File: src/mwm_pkg.sv
// Shared types and constants for the mecanum wheel mixer.
package mwm_pkg;

  // Widths of the command words and the wheel-sum intermediates.
  localparam int CMD_W      = 16;
  localparam int SUM_W      = 18;
  localparam int MAG_W      = 17;
  localparam int NUM_WHEELS = 4;

  // Wheel lane indices.
  localparam int LANE_FL = 0;
  localparam int LANE_FR = 1;
  localparam int LANE_RL = 2;
  localparam int LANE_RR = 3;

  // Saturation limits of the motor command range.
  localparam int CMD_MAX = 32767;
  localparam int CMD_MIN = -32768;

  typedef logic signed [SUM_W-1:0] sum_t;
  typedef logic [MAG_W-1:0]        mag_t;

  // Input word: one drive command.
  typedef struct packed {
    logic signed [CMD_W-1:0] strafe_cmd;
    logic signed [CMD_W-1:0] axis_cmd;
    logic signed [CMD_W-1:0] rotate_cmd;
  } cmd_word_t;

  // Output word: four motor commands.
  typedef struct packed {
    logic signed [CMD_W-1:0] front_left_out;
    logic signed [CMD_W-1:0] front_right_out;
    logic signed [CMD_W-1:0] rear_left_out;
    logic signed [CMD_W-1:0] rear_right_out;
  } mix_word_t;

  // Data handed from cell to cell along the divider chain.
  typedef struct packed {
    sum_t [NUM_WHEELS-1:0] wheel;
    mag_t [NUM_WHEELS-1:0] rem;
    mag_t                  divisor;
    logic                  scale;
  } lane_set_t;

endpackage

File: src/mwm_back.sv
// Output stage: applies signs and motor orientation, saturates, holds the result word.
module mwm_back #(
  parameter int FRAC_BITS = 15
) (
  input  logic                                                clk,
  input  logic                                                rst_n,
  input  logic                                                adv,
  input  logic                                                v_in,
  input  mwm_pkg::lane_set_t                                  d_in,
  input  logic [mwm_pkg::NUM_WHEELS-1:0][FRAC_BITS:0]         q_in,
  output logic                                                out_valid,
  output mwm_pkg::mix_word_t                                  out_word
);

  localparam int QW = FRAC_BITS + 1;
  localparam int XW = ((FRAC_BITS + 2 > mwm_pkg::SUM_W) ? FRAC_BITS + 2 : mwm_pkg::SUM_W) + 1;

  logic                                                       out_valid_r;
  mwm_pkg::mix_word_t                                         out_word_r;
  mwm_pkg::mix_word_t                                         word_nxt;
  logic signed [mwm_pkg::NUM_WHEELS-1:0][mwm_pkg::CMD_W-1:0]  res;
  logic [XW-1:0]                                              wx;
  logic [XW-1:0]                                              qx;
  logic [XW-1:0]                                              sel;
  logic signed [XW-1:0]                                       val;
  logic                                                       neg_lane;
  logic                                                       flip;

  // Saturate a wide signed value to the command range.
  function automatic logic [mwm_pkg::CMD_W-1:0] sat_cmd(input logic signed [XW-1:0] v);
    logic [mwm_pkg::CMD_W-1:0] r;
    if (v > $signed(XW'(mwm_pkg::CMD_MAX))) begin
      r = mwm_pkg::CMD_W'(mwm_pkg::CMD_MAX);
    end else if (v < $signed(XW'(mwm_pkg::CMD_MIN))) begin
      r = mwm_pkg::CMD_W'(mwm_pkg::CMD_MIN);
    end else begin
      r = v[mwm_pkg::CMD_W-1:0];
    end
    return r;
  endfunction

  // Pick quotient or raw sum; flip right-side lanes, and for the quotient also fold in the wheel sign.
  always_comb begin
    res = '0;
    wx = '0;
    qx = '0;
    sel = '0;
    val = '0;
    neg_lane = 1'b0;
    flip = 1'b0;
    for (int i = 0; i < mwm_pkg::NUM_WHEELS; i++) begin
      neg_lane = (i == mwm_pkg::LANE_FR) || (i == mwm_pkg::LANE_RR);
      wx   = {{(XW - mwm_pkg::SUM_W){d_in.wheel[i][mwm_pkg::SUM_W-1]}}, d_in.wheel[i]};
      qx   = {{(XW - QW){1'b0}}, q_in[i]};
      sel  = d_in.scale ? qx : wx;
      flip = d_in.scale ? (neg_lane ^ d_in.wheel[i][mwm_pkg::SUM_W-1]) : neg_lane;
      val  = flip ? -$signed(sel) : $signed(sel);
      res[i] = sat_cmd(val);
    end
    word_nxt.front_left_out  = res[mwm_pkg::LANE_FL];
    word_nxt.front_right_out = res[mwm_pkg::LANE_FR];
    word_nxt.rear_left_out   = res[mwm_pkg::LANE_RL];
    word_nxt.rear_right_out  = res[mwm_pkg::LANE_RR];
  end

  // Output valid.
  always_ff @(posedge clk) begin
    if (!rst_n) begin
      out_valid_r <= 1'b0;
    end else if (adv) begin
      out_valid_r <= v_in;
    end
  end

  // Output word register.
  always_ff @(posedge clk) begin
    if (adv && v_in) begin
      out_word_r <= word_nxt;
    end
  end

  assign out_valid = out_valid_r;
  assign out_word  = out_word_r;

endmodule

File: config.mk
export PLATFORM = sky130hd
export DESIGN_NAME = mwm_back
export DESIGN_NICKNAME = d
export VERILOG_FILES = /design/src/mwm_pkg.sv /design/src/mwm_back.sv
export SDC_FILE = /design/constraint.sdc
export NUM_CORES = 1
export LEC_CHECK = 0
export BUFFER_PORTS_ARGS = -buffer_cell sky130_fd_sc_hd__buf_2
export CAP_MARGIN = 20
export CELL_PAD_IN_SITES_DETAIL_PLACEMENT = 1
export CELL_PAD_IN_SITES_GLOBAL_PLACEMENT = 1
export CORE_ASPECT_RATIO = 1.5
export CORE_MARGIN = 1
export CORE_UTILIZATION = 36
export DETAILED_ROUTE_END_ITERATION = 8
export HOLD_SLACK_MARGIN = 0.1
export PLACE_DENSITY = 0.85
export SYNTH_ARGS = -nofsm -noshare
export SYNTH_HDL_FRONTEND = slang
export SYNTH_SLANG_ARGS = --single-unit
File: constraint.sdc
create_clock -name clk -period 12.7 [get_ports clk]
set_input_delay 0.635 -clock clk [delete_from_list [all_inputs] [get_ports clk]]
set_output_delay 0.635 -clock clk [all_outputs]
set_load 0.05 [all_outputs]
# ---- Word level (Yosys, flattened, before mapping)
# Cells that the tools add are included.
dict set report totals {
  regBits 65
}
dict set report op_classes {
  n_mux 16
  bitwise_logic 2
  add_sub_neg 4
  n_reduce_logical 1
  order_cmp 8
}
# cell n
set op_table {}
lappend op_table {{19-bit 2-to-1 mux} 8}
lappend op_table {{19-bit by 16-bit greater-than comparator with 1-bit output, second input constant} 4}
lappend op_table {{19-bit by 16-bit < comparator with 1-bit output, second input constant} 4}
lappend op_table {{19-bit negator} 4}
lappend op_table {{16-bit 2-to-1 mux} 4}
lappend op_table {{1-bit 2-to-1 mux} 4}
lappend op_table {{1-bit inverter} 2}
lappend op_table {{1-bit logical AND} 1}

# ---- Longest topological paths before layout
dict set report depth {
  depth_word 5
  ltp_mapped 20
}

# ---- Worst setup path before layout
# No wires, ideal clock.
dict set report synth_path {
  path_type {input-to-reg}
  from {input port d_in[0] (netlist bit)}
  to {register out_word_r, in the netlist out_word[0], data pin}
  arrival_time_ns 4.316
  n_path_buf 11
  path_stages 19
  path_slack_ns 8.238
  cell_sequence {buf_4 -> buf_6 -> buf_6 -> buf_6 -> buf_4 -> buf_2 -> buf_2 -> buf_2 -> buf_2 -> buf_1 -> mux2i_1 -> ha_1 -> o21ai_1 -> nor4_2 -> mux2_2 -> nand3_1 -> buf_2 -> nand2_1 -> a21oi_1}
}
dict set report synth_via {
  elab_chain_cells 5
  word_cells_on_any_way 7
  cone_classes {1 x add/sub; 2 x order compare; 4 x mux}
}
# element line_no
set synth_rtl {}
lappend synth_rtl {{start, declared} mwm_back.sv:9} ;# input mwm_pkg::lane_set_t d_in,
lappend synth_rtl {{19-bit 2-to-1 mux} mwm_back.sv:55} ;# sel = d_in.scale ? qx : wx;
lappend synth_rtl {{19-bit negator} mwm_back.sv:57} ;# val = flip ? -$signed(sel) : $signed(sel);
lappend synth_rtl {{19-bit 2-to-1 mux (*)} mwm_back.sv:57}
lappend synth_rtl {{19-bit by 16-bit < comparator with 1-bit output} mwm_back.sv:34} ;# end else if (v < $signed(XW'(mwm_pkg::CMD_MIN))) begin
lappend synth_rtl {{16-bit 2-to-1 mux} mwm_back.sv:34}
lappend synth_rtl {{end signal, assigned} mwm_back.sv:78} ;# out_word_r <= word_nxt;
lappend synth_rtl {{end, declared} mwm_back.sv:19} ;# mwm_pkg::mix_word_t out_word_r;
# Every way passes the cells marked *; elsewhere a longest branch is shown, timed or not.
# A chain may end at the register's enable or synchronous reset.

# ---- Worst setup path in the final report
dict set report layout_path {
  from {input port d_in[0] (netlist bit)}
  to {register out_word_r, in the netlist out_word[58], data pin}
}
# The elaborated chain is that of the path after synthesis.

==> impl_metrics.py <==
metrics = {
    "run_status": {
        "run_status": "complete, no violations",
    },
    "yosys": {
        "synth_nets": 918,
        "synth_top_area_share": 0.328,
        "synth_edf_count": 64,
        "syn-cell-area_sq_mm": 0.00587,
        "yosysWarnings": 0,
        "syn-mean-instance-area_sq_um": 8.53,
        "synth_seq_area_share": 0.331,
        "synth-seq-cells": 65,
        "ys_types": 72,
        "synth_top_area_cell": "edfxtp_1",
        "ys.flop_type": "edfxtp_1",
        "syn_inst": 688,
        "async_flop_share": 0,
        "ys_top_cells_by_area": "edfxtp_1, a21oi_1, xor2_1",
    },
    "worst_hold_path": {
        "min_path_type": "input port to flip-flop",
        "hp-start": "rst_n",
        "hold_depth": 2,
        "hold_end": "out_valid",
    },
    "place": {
        "portBuffers": 205,
        "dpl.cell_count": 1055,
        "place.gp.congestion": 0.852,
        "dpl.hpwl_mm": 14.3,
    },
    "sta": {
        "period_share": 0.359,
        "worst_pin_slew_ns": 1.01,
        "relSlewSlack": 0.308,
        "whs_ns": 0.516,
        "fmax_mhz": 219,
        "tns_ns": 0,
        "period_needed_ns": 4.56,
        "hold_viol_final": 0,
        "skew_ns": 0,
        "rsz0062_at_grt": "false",
        "setup_viol": 0,
        "slew_violations": 0,
    },
    "power_and_ir_drop": {
        "finalPower_uw": 774,
        "ir_worst_vdd_v": 0.0000644,
        "leakagePower_nw": 2.90,
        "power_density_mw_per_mm2": 106,
    },
    "layout": {
        "area_growth_pct": 24.1,
        "drive_gt1_frac": 0.295,
        "stdcell_count": 1073,
        "antenna_cells": 0,
        "layout_common_cells": "buf_2, a21oi_1, edfxtp_1",
        "nNetsFinal": 1095,
        "final_common_cell": "buf_2",
    },
    "route": {
        "postRouteAntennaNets": 0,
        "drt_iter0_markers": 213,
        "post-route-drc-count": 0,
        "firstDrtPassIters": 4,
        "wl_per_cell_microns": 17.4,
        "vias_per_cell": 5.57,
        "routed_wl_mm": 18.7,
        "vias": 5977,
    },
    "clock_tree": {
        "ctsHoldBuffers": 0,
        "ctsRootBufferMaster": "clkbuf_16",
        "cts_setup_buffers": 0,
        "clk_latency_ns": 0.32,
        "postCtsResizedCells": 0,
        "clkSinkCount": 65,
        "cts_buffers": 9,
        "cts.clk_slew.worst_paths_ns": 0.06,
        "cts_tree": "yes",
        "cts.path.max_buffers": 2,
        "h-tree-depth": 3,
    },
    "die": {
        "chipHeight_microns": 158,
        "core_area_sq_mm": 0.0158,
        "initial_core_util": 0.372,
        "pin_count": 291,
        "rows": 56,
        "die_x_microns": 106,
        "dieArea_sq_mm": 0.0168,
    },
    "setup_path": {
        "cpLargestDelayFamily": "buffers and inverters",
        "reg2regPathDepth": 2,
        "slowest_stage": "mux2i_1",
        "regToRegEndpoint": "out_valid",
        "path_max_fanout": 106,
        "slowest_delay_ns": 0.81,
        "cp.arrival_ns": 4.58,
        "cp_num_cells": 8,
        "reg2reg_slack_ns": 12.01,
        "worstPathCellList": "buf_6 > buf_4 > or4b_2 > o22ai_1 > a41oi_1 > xor2_1 > mux2i_1 > a21oi_1",
        "startpoint": "d_in[0]",
        "worstPathBufferInverterCount": 2,
        "end_kind": "flip-flop",
        "required_ns": 12.71,
        "r2r-start": "out_valid",
        "cp-start-kind": "input port",
        "crit_type": "input port to flip-flop",
    },
    "grt": {
        "grt-ovfl-total": 0,
        "grt_max_degree": 107,
        "grt_pass1_vias": 5837,
        "antenna_found_initial": 0,
        "grt_pass1_wl_mm": 28.8,
        "grt_use_total": 0.215,
    },
    "job": {
        "drv_cap": 0,
    },
}
==> cell usage after synthesis (11+ instances only) <==
cell,instances
a21oi_1,85
edfxtp_1,64
nand2_1,58
o21ai_0,58
nor2_1,53
xor2_1,42
xnor2_1,33
mux2i_1,31
nor3_1,31
nor3b_1,18
clkbuf_1,16
o21ai_1,14
buf_2,12
inv_1,11
==> metrics by stage <==
step / cell area [sq um] / utilization / setup slack [ns]
after floorplan: 5870 / - / 8.24
after global placement: 6940 / 0.440 / 7.91
after detailed placement: 6940 / 0.440 / 7.89
after CTS: 7270 / 0.461 / 8.23
after global routing: 7280 / 0.462 / 7.83
final: 7280 / 0.462 / 8.14
==> report_power, final <==
group	total [mW]	internal, mW	switching, mW	leakage, nW
Combinational	0.238	0.0754	0.162	2.14
Sequential	0.263	0.258	0.00478	0.603
Clock	0.273	0.177	0.0960	0.159
Total	0.774	0.511	0.263	2.90
==> layer usage <==
metal / vias to the layer above / track usage / routed length, microns
met4: 0 / 0.0675 / 273
met1: 2864 / 0.252 / 7930
met3: 16 / 0.0176 / 576
met2: 172 / 0.412 / 9900
li1: 2925 / - / -
met5: - / 0 / 0
==> final cells by class <==
class	count	area (sq um)
Clock buffer	11	243
Clock inverter	5	78.8
Fill cell	2013	8480
Inverter	11	41.3
Multi-Input combinational cell	568	3650
Sequential cell	65	1940
Tap cell	203	254
Timing Repair Buffer	210	1070
==> registers in the layout, indices dropped and copies added, names as in the netlist <==
name	count
out_word	64
out_valid	1
==> cells by family (layout without fill, tap and decap cells) <==
kind of cell             count (synthesis)  after routing  share of synthesized area
XOR/XNOR                                75             75                      0.112
adder cells (fa/ha/maj)                  4              4                    0.00853
buffers and inverters                   55            237                     0.0467
multiplexers                            36             36                     0.0625
flip-flops                              65             65                      0.331
AO/OA/AOI/OAI                          227            227                      0.233
AND/OR/NAND/NOR                        226            226                      0.206
==> worst max-delay path by stage <==
| stage | to | slack (ns) |
|---|---|---|
| 2_1_floorplan | out_word[0] | 8.24 |
| 3_3_place_gp | out_word[58] | 7.91 |
| 3_5_place_dp | out_word[58] | 7.89 |
| 4_1_cts | out_word[58] | 8.23 |
| 5_1_grt | out_word[61] | 7.83 |
| 6_report | out_word[58] | 8.14 |
Note: power is estimated with default switching activity, not from simulation.
