File: src/mwm_pkg.sv
// Shared types and constants for the mecanum wheel mixer.
package mwm_pkg;

  // Widths of the command words and the wheel-sum intermediates.
  localparam int CMD_W      = 16;
  localparam int SUM_W      = 18;
  localparam int MAG_W      = 17;
  localparam int NUM_WHEELS = 4;

  // Wheel lane indices.
  localparam int LANE_FL = 0;
  localparam int LANE_FR = 1;
  localparam int LANE_RL = 2;
  localparam int LANE_RR = 3;

  // Saturation limits of the motor command range.
  localparam int CMD_MAX = 32767;
  localparam int CMD_MIN = -32768;

  typedef logic signed [SUM_W-1:0] sum_t;
  typedef logic [MAG_W-1:0]        mag_t;

  // Input word: one drive command.
  typedef struct packed {
    logic signed [CMD_W-1:0] strafe_cmd;
    logic signed [CMD_W-1:0] axis_cmd;
    logic signed [CMD_W-1:0] rotate_cmd;
  } cmd_word_t;

  // Output word: four motor commands.
  typedef struct packed {
    logic signed [CMD_W-1:0] front_left_out;
    logic signed [CMD_W-1:0] front_right_out;
    logic signed [CMD_W-1:0] rear_left_out;
    logic signed [CMD_W-1:0] rear_right_out;
  } mix_word_t;

  // Data handed from cell to cell along the divider chain.
  typedef struct packed {
    sum_t [NUM_WHEELS-1:0] wheel;
    mag_t [NUM_WHEELS-1:0] rem;
    mag_t                  divisor;
    logic                  scale;
  } lane_set_t;

endpackage

File: src/mwm_front.sv
// Front stages: wheel sums, then magnitudes, largest magnitude and scale decision.
module mwm_front #(
  parameter int FRAC_BITS = 15
) (
  input  logic               clk,
  input  logic               rst_n,
  input  logic               adv_sum,
  input  logic               adv_max,
  input  logic               v_in,
  input  mwm_pkg::cmd_word_t d_in,
  output logic               v_sum,
  output logic               v_max,
  output mwm_pkg::lane_set_t d_out
);

  localparam int CW = ((FRAC_BITS + 1 > mwm_pkg::MAG_W) ? FRAC_BITS + 1 : mwm_pkg::MAG_W) + 1;

  logic                                       v_sum_r;
  logic                                       v_max_r;
  mwm_pkg::sum_t [mwm_pkg::NUM_WHEELS-1:0]    wheel_r;
  mwm_pkg::sum_t [mwm_pkg::NUM_WHEELS-1:0]    wheel_nxt;
  mwm_pkg::mag_t [mwm_pkg::NUM_WHEELS-1:0]    mag;
  mwm_pkg::mag_t                              max_01;
  mwm_pkg::mag_t                              max_23;
  mwm_pkg::mag_t                              max_all;
  mwm_pkg::lane_set_t                         set_r;
  mwm_pkg::lane_set_t                         set_nxt;
  mwm_pkg::sum_t                              str_x;
  mwm_pkg::sum_t                              fwd_x;
  mwm_pkg::sum_t                              rot_x;

  // Forward speed is the negated axis; the sums are exact at this width.
  always_comb begin
    str_x = mwm_pkg::SUM_W'(d_in.strafe_cmd);
    rot_x = mwm_pkg::SUM_W'(d_in.rotate_cmd);
    fwd_x = -mwm_pkg::sum_t'(mwm_pkg::SUM_W'(d_in.axis_cmd));
    wheel_nxt[mwm_pkg::LANE_FL] = fwd_x + rot_x + str_x;
    wheel_nxt[mwm_pkg::LANE_FR] = fwd_x - rot_x - str_x;
    wheel_nxt[mwm_pkg::LANE_RL] = fwd_x + rot_x - str_x;
    wheel_nxt[mwm_pkg::LANE_RR] = fwd_x - rot_x + str_x;
  end

  // Sum stage valid bit.
  always_ff @(posedge clk) begin
    if (!rst_n) begin
      v_sum_r <= 1'b0;
    end else if (adv_sum) begin
      v_sum_r <= v_in;
    end
  end

  // Sum stage payload.
  always_ff @(posedge clk) begin
    if (adv_sum && v_in) begin
      wheel_r <= wheel_nxt;
    end
  end

  // Magnitudes and a two-level maximum tree.
  always_comb begin
    for (int i = 0; i < mwm_pkg::NUM_WHEELS; i++) begin
      mag[i] = wheel_r[i][mwm_pkg::SUM_W-1] ? mwm_pkg::MAG_W'(-$signed(wheel_r[i]))
                                            : mwm_pkg::MAG_W'(wheel_r[i]);
    end
    max_01  = (mag[0] > mag[1]) ? mag[0] : mag[1];
    max_23  = (mag[2] > mag[3]) ? mag[2] : mag[3];
    max_all = (max_01 > max_23) ? max_01 : max_23;
    set_nxt.wheel   = wheel_r;
    set_nxt.rem     = mag;
    set_nxt.divisor = max_all;
    set_nxt.scale   = {{(CW - mwm_pkg::MAG_W){1'b0}}, max_all} > (CW'(1) << FRAC_BITS);
  end

  // Maximum stage valid bit.
  always_ff @(posedge clk) begin
    if (!rst_n) begin
      v_max_r <= 1'b0;
    end else if (adv_max) begin
      v_max_r <= v_sum_r;
    end
  end

  // Maximum stage payload.
  always_ff @(posedge clk) begin
    if (adv_max && v_sum_r) begin
      set_r <= set_nxt;
    end
  end

  assign v_sum = v_sum_r;
  assign v_max = v_max_r;
  assign d_out = set_r;

endmodule

File: config.mk
export PLATFORM = sky130hd
export DESIGN_NAME = mwm_front
export DESIGN_NICKNAME = d
export VERILOG_FILES = /design/src/mwm_pkg.sv /design/src/mwm_front.sv
export SDC_FILE = /design/constraint.sdc
export NUM_CORES = 1
export LEC_CHECK = 0
export BUFFER_PORTS_ARGS = -buffer_cell sky130_fd_sc_hd__clkbuf_2
export CAP_MARGIN = 40
export CORE_MARGIN = 4
export CORE_UTILIZATION = 40
export CTS_CLUSTER_SIZE = 8
export DETAILED_ROUTE_END_ITERATION = 10
export PLACE_DENSITY = 0.7
export SYNTH_ARGS = -nofsm -noshare
export SYNTH_HDL_FRONTEND = slang
export SYNTH_SLANG_ARGS = --single-unit
File: constraint.sdc
create_clock -name clk -period 20.6 [get_ports clk]
set_input_delay 3.09 -clock clk [delete_from_list [all_inputs] [get_ports clk]]
set_output_delay 3.09 -clock clk [all_outputs]
set_load 0.05 [all_outputs]
# Yosys cells after proc, flatten, opt, wreduce, memory -nomap -nowiden
# Cells that the tools add are included.
dict set report totals {
  output_inout_bits 160
  ff_bits 232
  word_cells 40
  inputBits 53
}
dict set report op_classes {
  addsub 11
  muxes 7
  reduce_logical 2
  n_lt_le_gt_ge 4
}
# cell n
set op_table {}
lappend op_table {{$mux W17} 7}
lappend op_table {{$neg A17 Y17} 4}
lappend op_table {{$add A18 B16 Y18} 3}
lappend op_table {{$sub A18 B16 Y18} 3}
lappend op_table {{$gt A17 B17 Y1} 3}
lappend op_table {{$neg A16 Y18} 1}
lappend op_table {{$gt A17 B16 Y1 const B} 1}
lappend op_table {{$logic_and A1 B1 Y1} 2}

# Logic depth before layout (Yosys ltp)
dict set report logic_depth {
  ltp_word 7
  mapped_depth 32
  ltp_nobuf 28
}

# Worst setup path after synthesis
# No wires, ideal clock.
dict set report synth_timing {
  path_type {input -> register}
  from {in d_in[21] in the netlist's numbering}
  to {reg wheel_r (netlist bit set_nxt[102]) (data pin)}
  cell_stages 14
  arrival_time_ps 7061
  path_buffers 2
  required_time_ps 20341
  setup_ps 259
  path_slack_ps 13280
  cell_sequence {or4_1 -> nor4_1 -> xnor2_1 -> ha_1 -> clkbuf_1 -> a2111oi_0 -> o31ai_1 -> o41ai_1 -> xnor2_1 -> ha_1 -> clkbuf_1 -> o41ai_1 -> nor4_1 -> a211o_1}
}
# element line_no
set synth_rtl {}
lappend synth_rtl {{from (decl)} mwm_front.sv:10} ;# input mwm_pkg::cmd_word_t d_in,
lappend synth_rtl {{to (signal assigned)} mwm_front.sv:55} ;# wheel_r <= wheel_nxt;
lappend synth_rtl {{to (decl)} mwm_front.sv:20} ;# mwm_pkg::sum_t [mwm_pkg::NUM_WHEELS-1:0] wheel_r;

==> out/results.md <==
| Quantity | Reported | Unit |
| --- | --- | --- |
| Outcome | finished, final reports clean | - |
| Total count of hold-check failures in the final report | 0 | - |
| Hold-fix buffers at CTS | 0 | - |
| Ports | 213 | - |
| Number of enable flip-flop cells after synthesis | 222 | - |
| Critical path class | input pin to flip-flop | - |
| Detail Route Antenna Nets | 0 | - |
| Clock-pin slew of the registers on the worst-case setup and hold paths | 0.05 | ns |
| Terminating pin of the worst hold path | d_out[141] | - |
| Register area share after synthesis | 45.45 | % |
| Cell area after synthesis | 14760 | µm² |
| Die span in y | 200.1 | µm |
| Reg-to-Reg End | d_out[0] | - |
| Worst-case clock buffer depth | 3 | - |
| Leading post-synthesis cells by cell area | sky130_fd_sc_hd__edfxtp_1 45%, sky130_fd_sc_hd__ha_1 13%, sky130_fd_sc_hd__xnor2_1 6.2%, sky130_fd_sc_hd__inv_1 3.8%, sky130_fd_sc_hd__xor2_1 3.3% | - |
| Cell type with the largest total area after synthesis | sky130_fd_sc_hd__edfxtp_1 | - |
| Setup Slack @ Placement | 12.40 | ns |
| Top fanout value on the critical path | 7 | - |
| Cell total after placement | 2017 | - |
| Depth of the worst hold-timing path | 0 | - |
| Launch point of the worst path | d_in[16] | - |
| Yosys warning count | 0 | - |
| Starting utilization of the core area | 40.40 | % |
| Resize count post-CTS | 0 | - |
| FF-to-FF path depth | 28 | - |
| Post-DR wirelength/cell | 19.15 | µm |
| Max H-tree Level | 1 | - |
| Setup repair after global routing missed its margin | no | - |
| Area growth from synthesis to final layout | 15.91 | % |
| Crit path max-delay cell type | sky130_fd_sc_hd__a2111oi_0 | - |
| CP top delay family | compound AO/OA/AOI/OAI gates | - |
| Largest net degree at the start of global routing | 75 | - |
| Share of Yosys cell area claimed by the top area cell type | 45.18 | % |
| Synth Instances | 1373 | - |
| Cells along the critical path | clkbuf_2 > inv_1 > ha_1 > inv_1 > or3_1 > xor2_1 > ha_1 > inv_1 > o211ai_1 > a2111oi_0 > o31ai_1 > o41ai_1 > xnor2_1 > ha_1 > o41ai_1 > nor4_1 > a211o_1 | - |
| Most frequent cell after synthesis | sky130_fd_sc_hd__edfxtp_1 | - |
| Global-route wire length before repair | 60300 | µm |
| Global routing usage summed across all routing layers | 19.22 | % |
| Initial antenna violation count | 0 | - |
| Detailed-placement wirelength estimate | 32210 | µm |
| Setup clock skew after layout | 0.01356 | ns |
| Mean post-synth cell area | 10.75 | µm² |
| Total core area | 36520 | µm² |
| Top cells by instance count after synthesis | 222 x sky130_fd_sc_hd__edfxtp_1, 155 x sky130_fd_sc_hd__ha_1, 150 x sky130_fd_sc_hd__inv_1, 105 x sky130_fd_sc_hd__xnor2_1, 90 x sky130_fd_sc_hd__nor2_1 | - |
| Most used flip-flop cell after synthesis | sky130_fd_sc_hd__edfxtp_1 | - |
| Number of search-and-repair iterations in the first detailed-routing pass | 7 | - |
| Total wire length after detailed routing | 39460 | µm |
| Syn_nets | 1587 | - |
| Buffers inserted during post-CTS setup optimization | 0 | - |
| Worst-case setup margin in the final layout | 12.83 | ns |
| Slew Limit Headroom | 39.49 | % |
| Final Net Count | 1796 | - |
| Highest Clock Rate | 128.8 | MHz |
| Worst Min Path Start | set_nxt[141] | - |
| Tcrit/Tclk final | 37.70 | % |
| Delay of the slowest cell on the worst path | 0.77 | ns |
| Number of buffers inserted during clock tree synthesis | 31 | - |
| Area enclosed by the die boundary | 40030 | µm² |
| Final sum of negative setup slack | 0 | ns |
| WHS | 0.4795 | ns |
| Final Wtd Congestion | 0.9249 | - |
| Width of the chip | 200.1 | µm |
| Element type at the critical path start | input pin | - |
| Seq cells post-synth | 224 | - |
| Buffers added on ports | 212 | - |
| Post-detailed-route via-to-cell ratio | 5.275 | - |
| Critical path endpoint category | flip-flop | - |
| Final worst path period need | 7.765 | ns |
| Via count | 10870 | - |
| Number of different library cells in the post-synthesis netlist | 74 | - |
| Layout cells sized above 1 | 17.59 | % |
| Number of maximum-capacitance violations | 0 | - |
| Drt drc | 0 | - |
| Static Leak | 0.007129 | µW |
| Type of the most critical hold path | flip-flop to flip-flop | - |
| Clock tree from TritonCTS | built | - |
| Share of flip-flops with an asynchronous set or reset | 0 | % |
| Clock insertion delay at the later pin of the skew report | 0.54 | ns |
| Number of max-slew violations in the final report | 0 | - |
| Largest voltage drop on the vdd net | 0.0001121 | V |
| DRT iter0 DRCs | 669 | - |
| Clock root buffer | sky130_fd_sc_hd__clkbuf_16 | - |
| Row count | 70 | - |
| Non-filler cells in the finished layout | 2061 | - |
| Endpoint required time on the critical path | 20.89 | ns |
| Slack of the worst reg-to-reg path | 12.99 | ns |
| Setup violation total in the final timing report | 0 | - |
| Transition time at the pin with the least slew margin | 0.9057 | ns |
| Number of global-route vias before repair | 11000 | - |
| Overall overflow remaining after global route | 0 | - |
| Pwr dens | 137.6 | nW/µm² |
| Worst Path Buf+Inv | 4 | - |
| Fill cell instance count of the final layout | 3352 | - |
| Sinks on Clock Net | 224 | - |
| Launching point of the worst reg2reg path | set_nxt[86] | - |
| Crit path arrival time | 8.05 | ns |
-- power breakdown --
group	internal, µW	total (µW)	switching, µW
clock	269	440	171
sequential	633	692	59.1
combinational	455	1220	767
total	1360	2350	997
-- flip-flops by register name, summed over array words and instances (netlist names) --
name     count
d_out      152
set_nxt     70
v_max        1
v_sum        1
-- through the flow --
| stage | power [µW] | cell area (µm²) | util [%] |
|---|---|---|---|
| floorplan | 1584 | 14760 | - |
| finish | 2354 | 17100 | 46.83 |
| global placement | 1879 | 16250 | 44.50 |
| CTS | 2353 | 17100 | 46.82 |
| detailed placement | 1904 | 16280 | 44.58 |
| global route | 2521 | 17100 | 46.82 |
-- cells in the final DEF (no fill, tap or decap), types with 14 or more instances in the layout --
cell type,synthesis,routed
sky130_fd_sc_hd__o21a_1,15,15
sky130_fd_sc_hd__or3_1,14,14
sky130_fd_sc_hd__clkbuf_16,0,31
sky130_fd_sc_hd__mux2i_1,14,14
sky130_fd_sc_hd__a21oi_1,75,75
sky130_fd_sc_hd__nor3_1,26,26
sky130_fd_sc_hd__edfxtp_1,222,222
sky130_fd_sc_hd__clkbuf_2,0,212
sky130_fd_sc_hd__a21o_1,20,20
sky130_fd_sc_hd__nand3_1,18,18
sky130_fd_sc_hd__o21ai_0,69,69
sky130_fd_sc_hd__nand2_1,66,66
sky130_fd_sc_hd__nor2b_1,22,22
sky130_fd_sc_hd__xnor2_1,105,105
sky130_fd_sc_hd__nand2b_1,19,19
sky130_fd_sc_hd__ha_1,155,155
sky130_fd_sc_hd__o21bai_1,15,15
sky130_fd_sc_hd__o31ai_1,22,22
sky130_fd_sc_hd__inv_1,150,150
sky130_fd_sc_hd__xor2_1,56,56
sky130_fd_sc_hd__nor2_1,90,90
-- logic make-up after synthesis --
kind of cell | count (synthesis) | synth area share (%)
xor gates and xnor gates | 163 | 9.776
and+or+nand+nor | 316 | 10.79
muxes | 24 | 1.738
AOI/OAI and AO/OA | 290 | 12.99
buffers and inverters | 193 | 5.164
DFF | 224 | 45.45
adders and majority gates | 163 | 14.09
-- how the worst max path moves through the flow --
| stage | end | slack [ns] | depth (start not counted) |
|---|---|---|---|
| global placement | set_nxt[102] | 12.45 | 17 |
| finish | set_nxt[102] | 12.83 | 17 |
| floorplan | set_nxt[102] | 13.28 | 14 |
| CTS | set_nxt[102] | 12.96 | 17 |
| global route | set_nxt[102] | 12.34 | 17 |
| detailed placement | set_nxt[102] | 12.40 | 17 |
-- area by class of cell --
cell class | instances | area (µm²) | area share, %
flip-flops and latches | 224 | 6706 | 39.21
inverters | 150 | 563.0 | 3.292
diodes | 1 | 2.502 | 0.01463
multi-input cells | 956 | 7292 | 42.63
clock buffers | 43 | 820.8 | 4.799
well taps | 468 | 585.6 | 3.424
repair buffers | 219 | 1134 | 6.628
-- metal layers --
metal  vias up  track usage (%)  wire [µm]  share of wire, %
li1       5320                -          -                 -
met1      5133            25.36      17360                44
met5         -                0          0                 0
met4         0            5.736       1034               2.6
met2       359            33.08      18880                48
met3        60            2.635       2187               5.5
Power figures use the tool's default switching activity.
