==> src/mwm_pkg.sv <==
// Shared types and constants for the mecanum wheel mixer.
package mwm_pkg;

  // Widths of the command words and the wheel-sum intermediates.
  localparam int CMD_W      = 16;
  localparam int SUM_W      = 18;
  localparam int MAG_W      = 17;
  localparam int NUM_WHEELS = 4;

  // Wheel lane indices.
  localparam int LANE_FL = 0;
  localparam int LANE_FR = 1;
  localparam int LANE_RL = 2;
  localparam int LANE_RR = 3;

  // Saturation limits of the motor command range.
  localparam int CMD_MAX = 32767;
  localparam int CMD_MIN = -32768;

  typedef logic signed [SUM_W-1:0] sum_t;
  typedef logic [MAG_W-1:0]        mag_t;

  // Input word: one drive command.
  typedef struct packed {
    logic signed [CMD_W-1:0] strafe_cmd;
    logic signed [CMD_W-1:0] axis_cmd;
    logic signed [CMD_W-1:0] rotate_cmd;
  } cmd_word_t;

  // Output word: four motor commands.
  typedef struct packed {
    logic signed [CMD_W-1:0] front_left_out;
    logic signed [CMD_W-1:0] front_right_out;
    logic signed [CMD_W-1:0] rear_left_out;
    logic signed [CMD_W-1:0] rear_right_out;
  } mix_word_t;

  // Data handed from cell to cell along the divider chain.
  typedef struct packed {
    sum_t [NUM_WHEELS-1:0] wheel;
    mag_t [NUM_WHEELS-1:0] rem;
    mag_t                  divisor;
    logic                  scale;
  } lane_set_t;

endpackage

==> src/mwm_div_cell.sv <==
// One restoring-division cell: yields one quotient bit for each of the four wheels.
module mwm_div_cell #(
  parameter int QW    = 16,
  parameter bit FIRST = 1'b0
) (
  input  logic                                     clk,
  input  logic                                     rst_n,
  input  logic                                     adv,
  input  logic                                     v_in,
  input  mwm_pkg::lane_set_t                       d_in,
  input  logic [mwm_pkg::NUM_WHEELS-1:0][QW-1:0]   q_in,
  output logic                                     v_out,
  output mwm_pkg::lane_set_t                       d_out,
  output logic [mwm_pkg::NUM_WHEELS-1:0][QW-1:0]   q_out
);

  logic                                     v_r;
  mwm_pkg::lane_set_t                       d_r;
  mwm_pkg::lane_set_t                       d_nxt;
  logic [mwm_pkg::NUM_WHEELS-1:0][QW-1:0]   q_r;
  logic [mwm_pkg::NUM_WHEELS-1:0][QW-1:0]   q_nxt;
  logic [mwm_pkg::NUM_WHEELS-1:0][mwm_pkg::MAG_W:0] trial;
  logic [mwm_pkg::NUM_WHEELS-1:0]           ge;

  // The first cell tests the unshifted remainder, later cells shift it by one.
  always_comb begin
    d_nxt = d_in;
    for (int i = 0; i < mwm_pkg::NUM_WHEELS; i++) begin
      trial[i] = FIRST ? {1'b0, d_in.rem[i]} : {d_in.rem[i], 1'b0};
      ge[i]    = trial[i] >= {1'b0, d_in.divisor};
      d_nxt.rem[i] = ge[i] ? mwm_pkg::MAG_W'(trial[i] - {1'b0, d_in.divisor})
                           : mwm_pkg::MAG_W'(trial[i]);
      q_nxt[i] = {q_in[i][QW-2:0], ge[i]};
    end
  end

  // Valid bit of this cell.
  always_ff @(posedge clk) begin
    if (!rst_n) begin
      v_r <= 1'b0;
    end else if (adv) begin
      v_r <= v_in;
    end
  end

  // Payload of this cell.
  always_ff @(posedge clk) begin
    if (adv && v_in) begin
      d_r <= d_nxt;
      q_r <= q_nxt;
    end
  end

  assign v_out = v_r;
  assign d_out = d_r;
  assign q_out = q_r;

endmodule

==> config.mk <==
export PLATFORM = sky130hd
export DESIGN_NAME = mwm_div_cell
export DESIGN_NICKNAME = d
export VERILOG_FILES = /design/src/mwm_pkg.sv /design/src/mwm_div_cell.sv
export SDC_FILE = /design/constraint.sdc
export NUM_CORES = 1
export LEC_CHECK = 0
export BUFFER_PORTS_ARGS = -buffer_cell sky130_fd_sc_hd__buf_2
export CAP_MARGIN = 10
export CORE_AREA = 2 2 173 175
export CTS_CLUSTER_SIZE = 20
export DETAILED_ROUTE_END_ITERATION = 7
export DIE_AREA = 0 0 175 177
export PLACE_DENSITY = 0.68
export SLEW_MARGIN = 10
export SYNTH_ARGS = -nofsm -noshare
export SYNTH_HDL_FRONTEND = slang
export SYNTH_SLANG_ARGS = --single-unit
==> constraint.sdc <==
create_clock -name clk -period 22.5 [get_ports clk]
set_clock_uncertainty 0.05 [all_clocks]
set_input_delay 4.5 -clock clk [delete_from_list [all_inputs] [get_ports clk]]
set_output_delay 4.5 -clock clk [all_outputs]
set_load 0.03 [all_outputs]
# Yosys cells after proc, flatten, opt, wreduce, memory -nomap -nowiden
# Index checks and enable logic that the tools add are counted.
# W data, S select, Z words.
dict set report totals {
  out_inout_bits 223
  ff_bits 223
  wordCells 32
  inputBits 226
}
dict set report op_classes {
  n_mux 4
  n_lt_le_gt_ge 4
  reduce_logical 1
  add_sub_neg 4
}
# cell n
set ops {}
lappend ops {{$ge A18 B17 Y1} 4}
lappend ops {{$mux W17} 4}
lappend ops {{$sub A17 B17 Y17} 4}
lappend ops {{$logic_and A1 B1 Y1} 1}

# Logic depth before layout (Yosys ltp)
# Gate-level depths: netlist of run 1.
dict set report depth {
  word_depth 2
  depth_mapped 11
}

# Worst setup path before layout of run 1
# Ideal clock, no wire load.
dict set report synth_path {
  path_type {in2reg}
  from {in v_in}
  to {reg d_r, in the netlist d_out[0] (enable)}
  setup_slack_ns 12.296
  stages 1
  n_path_buf 0
  setup_ns 0.610
  required_time_ns 21.840
  arrival_time_ns 9.544
  path_cell_list {and2_1}
}
dict set report synth_via {
  elab_chain_cells 1
}
# item line
set synth_lines {}
lappend synth_lines {{from (decl)} mwm_div_cell.sv:9} ;# input logic v_in,
lappend synth_lines {{$logic_and A1 B1 Y1} mwm_div_cell.sv:48} ;# if (adv && v_in) begin
lappend synth_lines {{to (signal assigned)} mwm_div_cell.sv:49} ;# d_r <= d_nxt;
lappend synth_lines {{to (decl)} mwm_div_cell.sv:18} ;# mwm_pkg::lane_set_t d_r;
# No other way between the ends.
# A chain may end at the register's enable or synchronous reset.

==> results of run 1 <==
routing by layer:
metal  GRT usage, %  up-vias  routed length (um)
li1               -     3945                   -
met4           5.66       14                 859
met3           5.48       65                2820
met1           22.8     3843               12100
met2           34.9      339               16000
met5              0        -                  92
placed cells by master (no fill, tap or decap), drive strengths merged, types with 6 or more instances in the layout:
cell type / count
buf: 448
edfxtp: 222
ha: 68
a21oi: 58
nor2: 51
mux2: 43
nand2: 36
inv: 35
xnor2: 30
o21ai: 28
clkbuf: 26
o21a: 20
a21o: 19
xor2: 15
a31oi: 14
nor2b: 11
nand2b: 9
or3: 8
nor3: 8
nand3: 8
and3: 7
clkinv: 7
o31a: 6
or2: 6
state kept, by name (all words and copies together), names as in the netlist:
signal,cells
d_out,158
q_out,64
v_out,1
through the flow:
| step | instances | setup WS, ns | cell area, um2 | util, % | total power (W) |
|---|---|---|---|---|---|
| final | 1655 | 15.12 | 14300 | 49.0 | 0.00119 |
| after global routing | 1653 | 14.93 | 14300 | 49.0 | 0.00124 |
| after CTS | 1653 | 15.10 | 14300 | 49.0 | 0.00120 |
| after detailed placement | 1610 | 14.56 | 13500 | 46.1 | 0.000778 |
| after global placement | 1610 | 14.67 | 13500 | 46.1 | 0.000775 |
| after floorplan | 780 | 12.30 | 10800 | - | 0.000700 |
where the power goes:
group / total (W) / switching (W) / internal [W]
logic: 0.000262 / 0.000166 / 0.0000965
clock network: 0.000419 / 0.000169 / 0.000249
registers: 0.000507 / 0.00000742 / 0.000500
total: 0.00119 / 0.000342 / 0.000846
layout make-up:
| cell class | instances | area (um2) |
|---|---|---|
| Clock inverter | 17 | 203 |
| Clock buffer | 26 | 629 |
| Fill cell | 2660 | 14900 |
| Inverter | 32 | 120 |
| Timing Repair Buffer | 448 | 2250 |
| Antenna cell | 2 | 5.00 |
| Tap cell | 390 | 488 |
| Multi-Input combinational cell | 517 | 3940 |
| Sequential cell | 223 | 6690 |
worst max-delay path by stage:
| stage | start | endpoint |
|---|---|---|
| floorplan | v_in | d_out[0] |
| global placement | d_in[2] | d_out[76] |
| detailed placement | d_in[2] | d_out[76] |
| CTS | d_in[2] | d_out[76] |
| global route | d_in[2] | d_out[73] |
| finish | d_in[2] | d_out[76] |
kinds of logic (layout without fill, tap and decap cells):
kind of cell / Yosys count / in the layout
DFF: 223 / 223
AOI/OAI and AO/OA: 184 / 184
and+or+nand+nor: 168 / 168
adders and majority gates: 72 / 72
muxes: 48 / 48
xor gates and xnor gates: 45 / 45
buffers and inverters: 40 / 523
other: 0 / 2
tightest hold or removal path, stage by stage, from the launching register on:
cell and delay (ns):
dfxtp_1 0.32, nor2b_1 0.13, o21a_1 0.11
==> impl_results.md, run 1 <==
- Status: finished clean
- H-tree levels: 1
- Largest family of logic cells by synthesized area: compound AO/OA/AOI/OAI gates
- Max_slew headroom: 26.2%
- Clk_lat worst skew: 0.52 ns
- Sequential-to-total area share from yosys stat: 61.9%
- Top-count cell post-synth: edfxtp_1
- Synth Flop Type: edfxtp_1
- Netlist cell types: 63
- Hold Path End: v_out
- Vias per cell: 4.96
- CTS clk-pin slew, worst paths: 0.06 ns
- Final setup TNS: 0 ns
- Max Clk Rate: 0.135 GHz
- Complex-gate fraction of the synthesized area: 11.3%
- Number of global-route vias before repair: 7938
- HPWL after DPL: 24400 um
- XOR/XNOR Fraction of Synth Area: 3.65%
- Area leader, netlist: edfxtp_1
- Hold_ws: 0.535 ns
- Worst hold path startpoint: v_out
- Async S/R FF share, synth: 0%
- CP top delay family: compound AO/OA/AOI/OAI gates
- Setup CP Type: in -> reg
- Antenna-violating nets left: 0
- Pleak: 6.13 nW
- Synth Net Count: 1078
- Buf+Inv Stages, Crit Path: 2
- Adder-Cell Fraction of Synth Area: 8.62%
- Syn avg cell area: 13.8 um2
- R2R depth: 2
- Largest net degree at the start of global routing: 84
- R2r startpoint: v_out
- Synth warn: 0
- Slowest-stage cell, CP: a2111oi_0
- GPL Wtd Cong: 0.873
- Final worst path period share: 32.8%
- Max-Cap Viols: 0
- DR WL/cell: 19.2 um
- Ratio of cells with drive above 1 in the final layout: 43.3%
- Top cell type's share of synthesized area: 61.7%
- Peak VDD IR: 0.0633 mV
- Worst Setup End Kind: flip-flop
- Die Y: 177 um
- Hold path depth: 2
- Critical-path cell list: buf_2 > inv_1 > ha_1 > ha_1 > and4_1 > nand4_1 > nor4_1 > a2111oi_0 > o21ai_2 > mux2_2
- Unrepaired setup endpoints after global routing: no
- Post-Synthesis Cells: 780
- GRT overflow: 0
- CTS buffer count: 25
- Post-synthesis mux area share: 5.16%
- Initial Util: 36.9%
- Critical path launch point type: input port
- Num rows: 63
- Vias: 8206
- WP data arrival: 7.60 ns
- Post-synth EDFFs: 222
- Clock buffer depth: 3
- Crit-path max cell delay: 0.77 ns
- Minimum clock period: 7.38 ns
- Final net count: 1545
- CP required: 22.71 ns
- Synth top area cells: edfxtp_1 (62%), ha_1 (7.9%), mux2_2 (3.9%)
- Drt drc: 0
- Endpoints failing setup: 0
- Hold buffers post-CTS: 0
- Power Density: 82.9 nW/um2
- Die X-Extent: 175 um
- Register-to-Register Setup Slack: 21.76 ns
- Worst hold path class: reg -> reg
- Initial antenna violation count: 9
- Die area: 31000 um2
- Most Frequent Cell on Critical Path: ha_1
- DRT Pass-1 Iters: 5
- PostCTS Resize Cnt: 0
- WP depth: 10
- Total Routed Length: 31900 um
- First-pass GRT wire length: 45600 um
- Synth Register Bits: 223
- Final hold violation count: 0
- Mapped Area: 10800 um2
- Iteration-0 DRC Markers: 409
- Crit-path max FO: 27
- FF-to-FF End: v_out
- Slew at the pin closest to its max-slew limit: 1.11 ns
- Post-synthesis simple-gate area fraction: 7.80%
- I/O Pins: 449
- Total core area: 29200 um2
- Max Transition Viols Final: 0
- IO buf count: 444
- CTS tree: built
- Gr usage total: 19.5%
- Root Buffer: clkbuf_16
- Clk sink count: 223
- Commonest cells in the netlist: edfxtp_1 (222), ha_1 (68), a21oi_1 (56), nor2_1 (51), mux2_2 (37)
- Area grow syn2layout: 32.7%
- Post-CTS setup repair buffer count: 0
Power figures use the tool's default switching activity.
==> run 2: changes to the inputs <==
- clock period: 22.5 -> 6.9 ns (I/O delays scaled with it)
==> run 2 against run 1 <==
Net effect:
- worst hold slack improved by 0.021 ns
- count of clock-buffer cells in the layout increased by 4
- critical endpoint is now d_out[75]
- clock power increased to 3.4 times the previous value
- sequential share of layout area decreased by 0.25 points
==> impl_results.md, run 2 (synthesis results as in run 1) <==
- R2R depth: 2
- Status: finished clean
- Clk_lat worst skew: 0.52 ns
- Largest net degree at the start of global routing: 129
- Ratio of cells with drive above 1 in the final layout: 43.3%
- CP required: 7.12 ns
- PostCTS Resize Cnt: 0
- GPL Wtd Cong: 0.822
- R2r startpoint: v_out
- Crit path from: d_in[2]
- Worst hold path startpoint: v_out
- Fin util: 49.2%
- Setup CP Type: in -> reg
- Pleak: 6.17 nW
- HPWL after DPL: 24600 um
- Die Y: 177 um
- Area grow syn2layout: 33.4%
- Dpl cells: 1610
- Worst hold path class: reg -> reg
- Unrepaired setup endpoints after global routing: no
- Area of the multi-input gates: 3940 um2
- Critical path launch point type: input port
- Max-Cap Viols: 0
- I/O Pins: 449
- Root Buffer: clkbuf_16
- Final net count: 1546
- Register-to-Register Setup Slack: 6.15 ns
- DR WL/cell: 19.4 um
- CTS clk-pin slew, worst paths: 0.06 ns
- Power Density: 273 nW/um2
- Iteration-0 DRC Markers: 399
- FF+latch area: 6690 um2
- GRT overflow: 0
- Max_slew headroom: 24.8%
- Drt drc: 0
- Most common cell after layout, fill and taps aside: buf_2
- Final std cells w/o fill: 1661
- IO buf count: 444
- Number of flip-flops in the largest register: 158
- H-tree levels: 1
- Metal2 WL: 16000 um
- FF-to-FF End: v_out
- Total Routed Length: 32200 um
- CTS buffer count: 26
- Slew at the pin closest to its max-slew limit: 1.13 ns
- Die X-Extent: 175 um
- Initial antenna violation count: 11
- Max Transition Viols Final: 0
- Routed wire length on met3: 2840 um
- Die area: 31000 um2
- Number of global-route vias before repair: 8076
- Met1 WL: 12400 um
- Clock buffer depth: 3
- Vias per cell: 4.97
- CTS tree: built
- DRT Pass-1 Iters: 5
- Num rows: 63
- Worst Setup End Kind: flip-flop
- First-pass GRT wire length: 46300 um
- DR top layer: met5
- Endpoints failing setup: 0
- Antenna-violating nets left: 0
- Max Clk Rate: 0.237 GHz
- Post-CTS setup repair buffer count: 0
- Vias: 8250
- Initial Util: 36.9%
- WP data arrival: 4.45 ns
- Gr usage total: 19.7%
- Final worst path period share: 61.2%
- Critical Path End: d_out[75]
- Final hold violation count: 0
- Peak VDD IR: 0.200 mV
- Clk sink count: 223
- Final-layout fill cell count: 2607
- Minimum clock period: 4.23 ns
- Crit-path max FO: 27
- Commonest non-fill, non-tap cells in the layout: buf_2 (444), edfxtp_1 (222), ha_1 (68), a21oi_1 (56), nor2_1 (51)
- Total core area: 29200 um2
- Final setup TNS: 0 ns
- Hold buffers post-CTS: 0
[run 2: cell count changes in the layout (fill, tap and decap cells not counted)]
cell	previous run	this run
clkinv_4	1	4
clkbuf_1	1	3
clkbuf_16	25	27
inv_6	3	1
buf_12	0	1
buf_4	4	3
clkinv_1	4	5
clkinvlp_4	3	2
diode_2	2	3
[run 2: where the power goes]
group	total, W	internal, W	switching [W]	leakage [nW]
logic	0.000858	0.000316	0.000543	3.64
registers	0.00165	0.00163	0.0000248	2.10
clock network	0.00142	0.000865	0.000557	0.430
[run 2: routing by layer]
metal,vias up,global-route usage [%]
met4,16,5.56
met3,66,5.86
met1,3872,23.2
met5,-,0
met2,332,35.0
li1,3964,-
[run 2: critical path: stages]
cell and delay, ns:
buf_2 0.24, inv_1 0.21, ha_1 0.35, ha_1 0.19, and4_1 0.19, nand4_1 0.10
nor4_1 0.06, a2111oi_0 0.75, o21ai_2 0.54, mux2_2 0.42
[run 2: cell type report]
| type | instances | share of cell area [%] |
|---|---|---|
| antenna | 3 | 0.0521 |
| clock buffer | 30 | 4.77 |
| clock inverter | 18 | 1.44 |
| inverter | 32 | 0.834 |
| multi-input combinational | 517 | 27.4 |
| sequential | 223 | 46.4 |
| tap | 390 | 3.39 |
| timing repair buffer | 448 | 15.7 |
[run 2: metrics by stage]
stage	hold slack [ns]	area (um2)	worst slack, ns	power [W]
floorplan	0.697	10800	2.28	0.00228
global placement	0.512	13500	2.22	0.00253
detailed placement	0.530	13500	2.16	0.00254
CTS	0.560	14400	2.68	0.00398
global route	0.571	14400	2.42	0.00410
finish	0.556	14400	2.67	0.00393
[run 2: worst min path at each step]
stage / slack (ns) / endpoint / cells past startpoint
finish: 0.56 / v_out / 2
global route: 0.57 / v_out / 2
CTS: 0.56 / v_out / 2
detailed placement: 0.53 / v_out / 2
global placement: 0.51 / v_out / 2
floorplan: 0.70 / v_out / 2
==> run 3: changes to the inputs <==
- clock period: 6.9 -> 4 ns (I/O delays scaled with it)
==> run 3 against run 2 <==
Net effect:
- flip-flop and latch count stayed put
- combinational power is 74% higher
- final area is 0.40% lower
==> impl_results.md, run 3 (synthesis results as in run 1) <==
- Number of global-route vias before repair: 7957
- HPWL after DPL: 24400 um
- H-tree levels: 1
- Max Transition Viols Final: 0
- PnR worst setup slack: 0.709 ns
- Worst Setup End Kind: flip-flop
- Num rows: 63
- Drt drc: 0
- DRT Pass-1 Iters: 5
- Antenna-violating nets left: 0
- IO buf count: 444
- CTS tree: built
- PostCTS Resize Cnt: 0
- Slew at the pin closest to its max-slew limit: 0.815 ns
- Minimum clock period: 3.29 ns
- Hold buffers post-CTS: 0
- Ratio of cells with drive above 1 in the final layout: 43.3%
- Setup CP Type: in -> reg
- First-pass GRT wire length: 45700 um
- CP top delay family: compound AO/OA/AOI/OAI gates
- Vias per cell: 4.99
- DR WL/cell: 19.3 um
- Largest net degree at the start of global routing: 133
- Die X-Extent: 175 um
- Initial Util: 36.9%
- Iteration-0 DRC Markers: 492
- Final-layout fill cell count: 2647
- Clk sink count: 223
- Crit-path max FO: 17
- Final net count: 1550
- Post-CTS setup repair buffer count: 0
- Max-Cap Viols: 0
- Status: finished clean
- Die Y: 177 um
- Initial antenna violation count: 8
- Buf+Inv Stages, Crit Path: 3
- Most Frequent Cell on Critical Path: ha_1
- Total Routed Length: 32100 um
- Pleak: 6.14 nW
- CP required: 4.22 ns
- Crit-path max cell delay: 0.72 ns
- Total core area: 29200 um2
- Final worst path period share: 82.3%
- Critical path launch point type: input port
- CTS clk-pin slew, worst paths: 0.06 ns
- Area grow syn2layout: 32.9%
- Number of flip-flops in the largest register: 158
- Worst hold path class: in -> reg
- I/O Pins: 449
- Critical-path cell list: buf_2 > inv_1 > ha_1 > ha_1 > and4_1 > nand4_1 > nor4_1 > a2111oi_0 > o21ai_2 > buf_4 > mux2_2
- Slowest-stage cell, CP: a2111oi_0
- Peak VDD IR: 0.269 mV
- WP data arrival: 3.51 ns
- Commonest non-fill, non-tap cells in the layout: buf_2 (444), edfxtp_1 (222), ha_1 (68), a21oi_1 (56), nor2_1 (51)
- DP Worst Slack: 0.164 ns
- Clock buffer depth: 3
- Vias: 8280
- Pwr Total: 0.00659 W
- Gr usage total: 19.5%
- Final hold violation count: 0
- GRT overflow: 0
- Clk_lat worst skew: 0.51 ns
- Power Density: 459 nW/um2
- Most common cell after layout, fill and taps aside: buf_2
- GPL Wtd Cong: 0.872
- Die area: 31000 um2
- Root Buffer: clkbuf_16
- Max_slew headroom: 44.3%
- Final setup TNS: 0 ns
- Max Clk Rate: 0.304 GHz
- Unrepaired setup endpoints after global routing: no
- CTS buffer count: 25
- Endpoints failing setup: 0
==> run 3: metal layers <==
| layer | GRT usage (%) | wire length (um) |
|---|---|---|
| met5 | 0 | 63 |
| met4 | 5.10 | 709 |
| met3 | 5.11 | 2610 |
| met2 | 34.2 | 16000 |
| met1 | 23.7 | 12700 |
==> run 3: cell type report <==
cell class / count / area [um2] / area share [%]
Antenna cell: 3 / 7.51 / 0.0523
Clock buffer: 28 / 637 / 4.44
Clock inverter: 14 / 150 / 1.05
Inverter: 32 / 120 / 0.837
Multi-Input combinational cell: 517 / 3940 / 27.5
Sequential cell: 223 / 6690 / 46.6
Tap cell: 390 / 488 / 3.40
Timing Repair Buffer: 453 / 2310 / 16.1
==> run 3: through the flow <==
stage | area, um2 | util, % | hold slack, ns | cells
2_1_floorplan | 10800 | - | 0.697 | 780
3_3_place_gp | 13600 | 46.3 | 0.508 | 1615
3_5_place_dp | 13600 | 46.3 | 0.518 | 1615
4_1_cts | 14300 | 49.0 | 0.383 | 1657
5_1_grt | 14300 | 49.0 | 0.377 | 1658
6_report | 14300 | 49.1 | 0.409 | 1660
==> run 3: power breakdown <==
group          switching [W]  internal [W]
Combinational       0.000937      0.000552
Clock               0.000916       0.00133
Sequential         0.0000457       0.00281
==> run 3: final timing paths <==
kind / from / endpoint / slack (ns) / depth (start not counted)
worst min-delay path: q_in[39] / q_out[40] / 0.41 / 1
worst min register to register: v_out / v_out / 0.55 / 2
worst max register to register: v_out / v_out / 3.26 / 2
worst max-delay path: d_in[2] / d_out[73] / 0.71 / 11
==> run 3: worst reg2reg max path, cell delays in order, from the launching register on <==
cell	delay (ns)
dfxtp_1	0.31
nor2b_1	0.12
o21a_1	0.15
